--- src/rtl/hcsq_pkg.sv ---
// shared constants, payload types and control types for the histogram sort queue
package hcsq_pkg;

  localparam int VALUE_BITS = 10;
  localparam int COUNT_BITS = 16;
  localparam int NUM_BINS   = 1 << VALUE_BITS;

  localparam logic [COUNT_BITS-1:0] COUNT_MAX = '1;

  // command codes of an input word
  localparam logic CMD_INSERT = 1'b0;
  localparam logic CMD_TAKE   = 1'b1;

  typedef enum logic [1:0] {
    STATUS_TOOK     = 2'd0,
    STATUS_EMPTY    = 2'd1,
    STATUS_INSERTED = 2'd2,
    STATUS_DROPPED  = 2'd3
  } status_t;

  typedef struct packed {
    logic                  command;
    logic [VALUE_BITS-1:0] value;
  } item_t;

  typedef struct packed {
    logic [VALUE_BITS-1:0] sorted_value;
    logic                  last;
    status_t               status;
  } result_t;

  typedef enum logic [2:0] {
    ST_CLEAR,
    ST_IDLE,
    ST_DECIDE,
    ST_INS_WR,
    ST_SCAN,
    ST_EMIT
  } state_t;

  // commands from controller to datapath
  typedef struct packed {
    logic clear;
    logic load;
    logic ins_wr;
    logic scan_start;
    logic scan_next;
    logic take_wr;
    logic set_drop;
    logic set_empty;
    logic emit;
  } ctrl_cmd_t;

  // status from datapath to controller
  typedef struct packed {
    logic clear_last;
    logic is_take;
    logic full;
    logic count_zero;
    logic bounds_zero;
    logic bin_nonzero;
    logic at_high;
    logic out_free;
  } dp_status_t;

endpackage

--- src/rtl/hcsq_ctrl.sv ---
// controller state machine for the histogram sort queue
module hcsq_ctrl import hcsq_pkg::*; (
  input  logic       clk,
  input  logic       rst,
  input  logic       item_valid,
  output logic       item_ready,
  input  dp_status_t sts,
  output ctrl_cmd_t  cmd
);

  state_t state;
  state_t state_next;

  always_ff @(posedge clk) begin
    if (rst) begin
      state <= ST_CLEAR;
    end else begin
      state <= state_next;
    end
  end

  always_comb begin
    state_next = state;
    unique case (state)
      ST_CLEAR: begin
        if (sts.clear_last) state_next = ST_IDLE;
      end
      ST_IDLE: begin
        if (item_valid) state_next = ST_DECIDE;
      end
      ST_DECIDE: begin
        if (sts.is_take) begin
          state_next = sts.count_zero ? ST_EMIT : ST_SCAN;
        end else begin
          state_next = sts.full ? ST_EMIT : ST_INS_WR;
        end
      end
      ST_INS_WR: begin
        state_next = ST_EMIT;
      end
      ST_SCAN: begin
        if (sts.bin_nonzero || sts.at_high) state_next = ST_EMIT;
      end
      ST_EMIT: begin
        if (sts.out_free) state_next = ST_IDLE;
      end
      default: state_next = ST_CLEAR;
    endcase
  end

  always_comb begin
    cmd        = '0;
    item_ready = 1'b0;
    unique case (state)
      ST_CLEAR: begin
        cmd.clear = 1'b1;
      end
      ST_IDLE: begin
        item_ready = 1'b1;
        cmd.load   = item_valid;
      end
      ST_DECIDE: begin
        if (sts.is_take) begin
          cmd.set_empty  = sts.count_zero;
          cmd.scan_start = !sts.count_zero;
        end else begin
          cmd.set_drop = sts.full;
        end
      end
      ST_INS_WR: begin
        cmd.ins_wr = 1'b1;
      end
      ST_SCAN: begin
        // hit on the bin just read, else stop at the high bound, else keep going
        if (sts.bin_nonzero) begin
          cmd.take_wr = 1'b1;
        end else if (sts.at_high) begin
          cmd.set_empty = 1'b1;
        end else begin
          cmd.scan_next = 1'b1;
        end
      end
      ST_EMIT: begin
        cmd.emit = sts.out_free;
      end
      default: begin
        cmd = '0;
      end
    endcase
  end

endmodule

--- config.mk ---
export PLATFORM = sky130hd
export DESIGN_NAME = hcsq_ctrl
export DESIGN_NICKNAME = d
export VERILOG_FILES = /design/src/rtl/hcsq_pkg.sv /design/src/rtl/hcsq_ctrl.sv
export SDC_FILE = /design/constraint.sdc
export NUM_CORES = 1
export LEC_CHECK = 0
export ABC_AREA = 1
export BUFFER_PORTS_ARGS = -buffer_cell sky130_fd_sc_hd__clkbuf_2
export CAP_MARGIN = 20
export CORE_AREA = 2 2 39 41
export DETAILED_ROUTE_END_ITERATION = 7
export DIE_AREA = 0 0 41 43
export PLACE_DENSITY = 0.54
export SLEW_MARGIN = 25
export SYNTH_ARGS = -nofsm -noshare
export SYNTH_HDL_FRONTEND = slang
export SYNTH_SLANG_ARGS = --single-unit
--- constraint.sdc ---
create_clock -name clk -period 3.6 [get_ports clk]
set_clock_uncertainty 0.1 [all_clocks]
set_input_delay 0.18 -clock clk [delete_from_list [all_inputs] [get_ports clk]]
set_output_delay 0.18 -clock clk [all_outputs]
set_load 0.005 [all_outputs]
After elaboration in Yosys (flattened, before gate mapping). Index checks and enable logic that the tools add are counted.

Bits in registers: 3. Word-level logic and storage cells: 39.

Reduce and logical (&&, ||, !) cells: 4. Mux-type cells: 25. Equal/unequal tests: 9.

Operators by type and width (number): 2-to-1 mux 3 bit (6); case mux 3 bit (6 select lines) (1); 2-to-1 mux 1 bit (16); inequality test 2 bit (second input constant) (4); equality test 3 x 2 -> 1 bit (second input constant) (2); equality test 3 bit (second input constant) (2); AND reduction 4 bit (1); equality test 3 x 1 -> 1 bit (second input constant) (1); zero test 3 bit (1); 2-to-1 mux 2 bit (1); case mux 1 bit (2 select lines) (1); zero test 1 bit (1); logical OR 1 bit (1).

Logic depth before layout (Yosys ltp). Gate-level depths: netlist (run 1).

Word-level depth: 3. Gate-level depth with buffers: 7.

Least setup slack after synthesis (run 1). OpenSTA, ideal clock, no wires.

Kind: register to output. From: register state[1]. To: output port cmd[2] in the netlist's numbering. Arrival time: 0.874 ns. Slack: 2.446 ns. Data required time: 3.320 ns. Path buffers: 0. Stages on the path, launching flop included: 5. Cells stage by stage: dfxtp_1 -> inv_2 -> nor2_1 -> nand2_1 -> nor3b_1.

RTL lines: start: declaration (RTL line hcsq_ctrl.sv:11) `state_t state;`; start signal: assignment (RTL line hcsq_ctrl.sv:18) `state <= state_next;`; end: declaration (RTL line hcsq_ctrl.sv:8) `output ctrl_cmd_t cmd`.

==> results of run 1 <==
worst register-to-register path, cell delays in order, from the launching register on:
cell and delay, ns:
sky130_fd_sc_hd__dfxtp_1 0.46, sky130_fd_sc_hd__inv_2 0.15, sky130_fd_sc_hd__o21ai_0 0.33, sky130_fd_sc_hd__nand3_1 0.13, sky130_fd_sc_hd__nand2_1 0.10, sky130_fd_sc_hd__a21oi_2 0.05
how the worst min path moves through the flow:
stage | slack (ns) | from | cells past startpoint | to
floorplan | 0.14 | rst | 1 | state[0]$_SDFFE_PP0P_
global placement | 0.26 | rst | 2 | state[0]$_SDFFE_PP0P_
detailed placement | 0.26 | rst | 2 | state[0]$_SDFFE_PP0P_
CTS | 0.02 | rst | 2 | state[0]$_SDFFE_PP0P_
global route | 0.03 | rst | 2 | state[0]$_SDFFE_PP0P_
finish | 0.03 | rst | 2 | state[0]$_SDFFE_PP0P_
power groups by stage:
stage	Sequential [uW]	Clock, uW	Combinational, uW
finish	67.4	57.0	202
global route	70.4	61.5	228
CTS	67.1	60.8	204
detailed placement	67.7	0	203
global placement	67.8	0	202
floorplan	62.7	0	149
stage by stage:
stage / util (%) / cell area (um2) / hold slack [ns] / power [uW] / worst slack, ns
after floorplan: - / 327 / 0.142 / 211 / 2.45
after global placement: 31.9 / 442 / 0.260 / 270 / 2.23
after detailed placement: 31.9 / 442 / 0.263 / 270 / 2.23
after CTS: 33.8 / 468 / 0.0208 / 332 / 2.00
after global routing: 33.8 / 468 / 0.0349 / 360 / 1.92
final: 33.8 / 468 / 0.0283 / 326 / 2.02
cell usage in the layout (no fill, tap or decap):
cell type                  synthesis  final
sky130_fd_sc_hd__a21oi_1           2      2
sky130_fd_sc_hd__a21oi_2           1      1
sky130_fd_sc_hd__a31oi_1           1      1
sky130_fd_sc_hd__clkbuf_1          0      1
sky130_fd_sc_hd__clkbuf_2          0     19
sky130_fd_sc_hd__clkbuf_4          0      3
sky130_fd_sc_hd__dfxtp_1           3      3
sky130_fd_sc_hd__inv_1            10     10
sky130_fd_sc_hd__inv_2             2      2
sky130_fd_sc_hd__nand2_1          13     13
sky130_fd_sc_hd__nand2_2           2      2
sky130_fd_sc_hd__nand3_1           5      5
sky130_fd_sc_hd__nand3_2           2      2
sky130_fd_sc_hd__nand4_1           1      1
sky130_fd_sc_hd__nor2_1           10     10
sky130_fd_sc_hd__nor2_4            1      1
sky130_fd_sc_hd__nor3_1            2      2
sky130_fd_sc_hd__nor3b_1           1      1
sky130_fd_sc_hd__o21a_1            1      1
sky130_fd_sc_hd__o21ai_0           2      2
layout make-up:
type | count | share of cell area [%]
Tap cell | 16 | 4.28
Inverter | 12 | 9.63
Timing Repair Buffer | 19 | 20.3
Sequential cell | 3 | 12.8
Clock buffer | 4 | 5.61
Multi-Input combinational cell | 44 | 47.3
routing by layer:
layer	part of all wire, %	GRT usage [%]	vias up	wire, um
li1	-	-	233	-
met1	48	14.1	184	396
met2	48	15.9	8	397
met3	4.3	1.57	0	36
met4	0	8.00	0	0
met5	0	0	-	0
kinds of logic (layout without fill, tap and decap cells):
family	after synthesis	after routing	synth area share, %
AOI/OAI and AO/OA	7	7	13.0
and+or+nand+nor	37	37	54.8
buffers and inverters	12	35	13.8
DFF	3	3	18.4
==> flow_metrics.env, run 1 <==
export IMPL_run_status="completed"
export IMPL_layout_worst_path_cycle_share_pct=43.9
export IMPL_wl_per_cell_um=8.46
export IMPL_die_area_mm2=0.00176
export IMPL_synth_ff_type="sky130_fd_sc_hd__dfxtp_1"
export IMPL_synth_edf_count=0
export IMPL_drcViolationCount=0
export IMPL_pins_over_slew_limit=0
export IMPL_timing_critical_path_arrival_ns=1.30
export IMPL_fillCellCount=173
export IMPL_synth_seq_cells=3
export IMPL_share_comb_of_total_power_pct=61.8
export IMPL_drt_pass1_iterations=2
export IMPL_synth_seq_area_share_pct=18.4
export IMPL_detail_route_vias_per_cell=4.34
export IMPL_synth_top_cell_area_share_pct=18.4
export IMPL_placeableCoreArea_mm2=0.00138
export IMPL_syn_nets=70
export IMPL_max_vdd_ir_drop_mv=0.226
export IMPL_cts_buffers=3
export IMPL_antenna_found_initial=0
export IMPL_yosysWarnings=0
export IMPL_rr_endpoint="state[0]$_SDFFE_PP0P_"
export IMPL_cts_reportedPaths_clkPinSlew_ns=0.04
export IMPL_initial_core_util_pct=23.6
export IMPL_reg2reg_slack_ns=2.17
export IMPL_p_seq_share_pct=20.7
export IMPL_place_detailed_hpwl_um=701
export IMPL_intPower_uw=167
export IMPL_largest_register="state"
export IMPL_die_width_um=41
export IMPL_worst_r2r_cell_count=5
export IMPL_syn_area_per_cell_um2=5.53
export IMPL_p_switching_uw=159
export IMPL_drt_antenna_violating_nets=0
export IMPL_cts_hold_buffers_added=0
export IMPL_cts_tree="yes"
export IMPL_critical_path_buf_inv_count=2
export IMPL_worstSetupEndpointType="output pin"
export IMPL_design_final_nets=94
export IMPL_finalSetupViolations=0
export IMPL_power_frac_clock_pct=17.5
export IMPL_level_count_of_the_clock_h_tree=1
export IMPL_multi_input_area_um2=221
export IMPL_max_freq_mhz=633
export IMPL_post_layout_nonfiller_instances=98
export IMPL_leakagePower_uw=0.000279
export IMPL_setup_tns_ns=0
export IMPL_grt_overflow=0
export IMPL_yosys_area_top_type="sky130_fd_sc_hd__dfxtp_1"
export IMPL_std_cell_rows=14
export IMPL_ctsResizeCount=0
export IMPL_numPortBuffers=19
export IMPL_flow_area_growth_from_synthesis_pct=43.3
export IMPL_wirelength_um=829
export IMPL_min_delay_path_class="in -> reg"
export IMPL_drt_iter0_drc=3
export IMPL_worst_path_dominant_cell_family="simple AND/OR/NAND/NOR gates"
export IMPL_setup_worst_path_start="state[1]$_SDFFE_PP0P_"
export IMPL_clk_root_buffer_cell="sky130_fd_sc_hd__clkbuf_4"
export IMPL_grt_pass1_vias=351
export IMPL_timing_critical_path_to="cmd[2]"
export IMPL_netlist_area_um2=327
export IMPL_largest_register_ffs=3
export IMPL_power_density_mw_per_mm2=697
export IMPL_yosys_cell_count_top_type="sky130_fd_sc_hd__nand2_1"
export IMPL_timing_critical_path_slowest_stage_cell="sky130_fd_sc_hd__dfxtp_1"
export IMPL_seqCellArea_um2=60.1
export IMPL_globalRouteTotalUtil_pct=11.0
export IMPL_critPathLaunchType="register"
export IMPL_layout_cells_sized_above_1_pct=36.6
export IMPL_netlist_top_cells_area="sky130_fd_sc_hd__dfxtp_1 (18%), sky130_fd_sc_hd__nand2_1 (15%), sky130_fd_sc_hd__inv_1 (11%)"
export IMPL_final_min_clock_period_ns=1.58
export IMPL_n_diodes=0
export IMPL_rr_startpoint="state[2]$_SDFFE_PP0P_"
export IMPL_fp_dieH_um=43
export IMPL_synth_top_cells_by_count="sky130_fd_sc_hd__nand2_1 (13), sky130_fd_sc_hd__inv_1 (10), sky130_fd_sc_hd__nor2_1 (10)"
export IMPL_required_ns=3.32
export IMPL_worstSetupPathDepth=5
export IMPL_async_flop_share_pct=0
export IMPL_synth_cells=59
export IMPL_synthDistinctLibCells=17
export IMPL_cp_max_fo=4
export IMPL_grt_max_degree=10
export IMPL_dr_total_vias=425
export IMPL_biggestRegsByFlops="state: 3 flops"
export IMPL_slew_headroom_pct=78.1
export IMPL_cts_post_setup_buffers_inserted=0
export IMPL_clock_path_buffers=2
export IMPL_global_route_wire_length_before_repair_um=1340
export IMPL_clock_latency_at_the_later_pin_of_the_worst_skew_pair_ns=0.23
export IMPL_dp_cells=94
export IMPL_place_gp_congestion=0.697
export IMPL_tightest_slew_ns=0.325
export IMPL_grt_setup_unrepaired="no"
export IMPL_critPathMaxStageDelay_ns=0.37
export IMPL_timing_setup_critical_path_class="reg -> out"
export IMPL_hold_viol_final=0
export IMPL_boundaryPins=21
export IMPL_drv_max_cap_violation_count=0
export IMPL_clock_sink_count=3
export IMPL_swShare_pct=48.7
export IMPL_cp_cell_sequence="inv_2, nor2_1, nand2_1, nor3b_1, clkbuf_2"
Power figures use the tool's default switching activity.
==> run 2, diff against run 1 <==
--- a/config.mk
+++ b/config.mk
@@ -11,7 +11,7 @@
 export CORE_AREA = 2 2 39 41
 export DETAILED_ROUTE_END_ITERATION = 7
 export DIE_AREA = 0 0 41 43
-export PLACE_DENSITY = 0.54
+export PLACE_DENSITY = 0.56
 export SLEW_MARGIN = 25
 export SYNTH_ARGS = -nofsm -noshare
 export SYNTH_HDL_FRONTEND = slang
==> constraint.sdc (replaced) <==
create_clock -name clk -period 1.4 [get_ports clk]
set_clock_uncertainty 0.1 [all_clocks]
set_input_delay 0.07 -clock clk [delete_from_list [all_inputs] [get_ports clk]]
set_output_delay 0.07 -clock clk [all_outputs]
set_load 0.005 [all_outputs]
==> flow_metrics.env, run 2 (synthesis results as in run 1) <==
export IMPL_multi_input_area_um2=234
export IMPL_design_final_nets=96
export IMPL_detail_route_vias_per_cell=4.42
export IMPL_hold_viol_final=0
export IMPL_post_layout_total_power_uw=897
export IMPL_fp_dieH_um=43
export IMPL_critPathMaxStageDelay_ns=0.35
export IMPL_pre_cts_ws_ns=0.121
export IMPL_wl_per_cell_um=8.78
export IMPL_drv_max_cap_violation_count=0
export IMPL_whs_path_depth=5
export IMPL_drt_iter0_drc=4
export IMPL_boundaryPins=21
export IMPL_cts_reportedPaths_clkPinSlew_ns=0.04
export IMPL_post_layout_nonfiller_instances=100
export IMPL_worstSetupEndpointType="output pin"
export IMPL_final_critical_path_setup_slack_ns=0.0963
export IMPL_dpl_instance_area_um2=449
export IMPL_finalSetupViolations=0
export IMPL_max_vdd_ir_drop_mv=0.619
export IMPL_numPortBuffers=19
export IMPL_critical_path_buf_inv_count=2
export IMPL_cts_post_setup_buffers_inserted=0
export IMPL_n_diodes=0
export IMPL_mostFrequentLayoutCells="sky130_fd_sc_hd__clkbuf_2 (19), sky130_fd_sc_hd__nand2_1 (11), sky130_fd_sc_hd__nor2_1 (9), sky130_fd_sc_hd__inv_1 (9), sky130_fd_sc_hd__nand3_1 (5)"
export IMPL_stdcell_area_um2=502
export IMPL_final_common_cell="sky130_fd_sc_hd__clkbuf_2"
export IMPL_met3_usage_pct=1.57
export IMPL_initial_core_util_pct=23.6
export IMPL_cp_cell_sequence="inv_2, nor2_4, nand2_2, nor3b_1, clkbuf_2"
export IMPL_clock_path_buffers=2
export IMPL_dr_total_vias=442
export IMPL_pins_over_slew_limit=0
export IMPL_power_density_mw_per_mm2=1790
export IMPL_fillCellCount=171
export IMPL_run_status="completed"
export IMPL_globalRouteTotalUtil_pct=11.0
export IMPL_seqCellArea_um2=63.8
export IMPL_largest_register_ffs=3
export IMPL_std_cell_rows=14
export IMPL_slew_headroom_pct=79.4
export IMPL_drt_antenna_violating_nets=0
export IMPL_grt_pass1_vias=362
export IMPL_dp_cells=95
export IMPL_cts_tree="yes"
export IMPL_grt_overflow=0
export IMPL_placeableCoreArea_mm2=0.00138
export IMPL_global_route_usage_met1_pct=12.1
export IMPL_largest_register="state"
export IMPL_biggestRegsByFlops="state: 3 flops"
export IMPL_wirelength_um=878
export IMPL_worstSetupPathDepth=5
export IMPL_clk_root_buffer_cell="sky130_fd_sc_hd__clkbuf_4"
export IMPL_flow_area_growth_from_synthesis_pct=53.6
export IMPL_global_route_wire_length_before_repair_um=1300
export IMPL_setup_tns_ns=0
export IMPL_level_count_of_the_clock_h_tree=1
export IMPL_place_gp_congestion=0.715
export IMPL_globalRoute_busiestLayer="met2"
export IMPL_timing_critical_path_arrival_ns=1.13
export IMPL_cp_max_fo=4
export IMPL_die_area_mm2=0.00176
export IMPL_required_ns=1.23
export IMPL_drt_pass1_iterations=5
export IMPL_groute_layer_met2_usage_pct=16.9
export IMPL_place_detailed_hpwl_um=749
export IMPL_layout_worst_path_cycle_share_pct=93.1
export IMPL_worst_r2r_cell_count=5
export IMPL_die_width_um=41
export IMPL_final_min_clock_period_ns=1.30
export IMPL_timing_setup_critical_path_class="reg -> out"
export IMPL_max_freq_mhz=767
export IMPL_leakagePower_uw=0.000290
export IMPL_grt_max_degree=10
export IMPL_worst_path_dominant_cell_family="flip-flops"
export IMPL_antenna_found_initial=0
export IMPL_timing_critical_path_slowest_stage_cell="sky130_fd_sc_hd__dfxtp_2"
export IMPL_clock_sink_count=3
export IMPL_cts_buffers=3
export IMPL_drcViolationCount=0
export IMPL_layout_cells_sized_above_1_pct=45.2
export IMPL_tightest_slew_ns=0.305
export IMPL_clock_latency_at_the_later_pin_of_the_worst_skew_pair_ns=0.23
export IMPL_grt_setup_unrepaired="no"
export IMPL_min_delay_path_class="in -> reg"
export IMPL_critPathLaunchType="register"
==> run 2: cell types whose count changed in the layout (fill, tap and decap cells not counted), sizes merged <==
cell         delta
buf             +1
dlygate4sd3     +1
==> run 2: per-layer routing <==
metal / part of all wire [%] / vias to the layer above
met5: 0 / -
met4: 0 / 0
met3: 4.4 / 0
met2: 51 / 10
met1: 45 / 194
li1: - / 238
==> run 2: area by class of cell <==
class,count,share of cell area (%)
Timing Repair Buffer,21,22.4
Inverter,12,8.98
Tap cell,16,3.99
Multi-Input combinational cell,44,46.6
Sequential cell,3,12.7
Clock buffer,4,5.24
==> run 2: power by group <==
part	leakage (uW)	internal (uW)	switching, uW
sequential	0.0000258	131	50.8
combinational	0.000249	226	342
clock	0.0000150	107	41.2
==> run 2: what timing repair did <==
item                                    in CTS  in global routing
hold buffers                                 1                  0
endpoints found under the setup margin       2                  5
hold endpoints to repair                     1                  0
resized for setup                            2                  6
==> run 2: worst reg2reg max path, delay by kind of cell (launching register included) <==
kind	cells	cell delay, ns
DFF	1	0.38
AOI/OAI and AO/OA	2	0.35
and+or+nand+nor	2	0.25
buffers and inverters	1	0.10
==> run 2: final timing paths <==
path	end	slack, ns	startpoint
max	cmd[2]	0.1	state[1]$_SDFFE_PP0P_
max reg2reg	state[0]$_SDFFE_PP0P_	0.11	state[2]$_SDFFE_PP0P_
min	state[2]$_SDFFE_PP0P_	0.14	item_valid
min reg2reg	state[0]$_SDFFE_PP0P_	0.57	state[0]$_SDFFE_PP0P_
==> run 2: stage by stage <==
step	hold WS [ns]	utilization, %
floorplan	0.0324	-
global placement	0.147	32.5
detailed placement	0.151	32.5
CTS	0.137	35.4
global route	0.177	36.3
finish	0.143	36.3
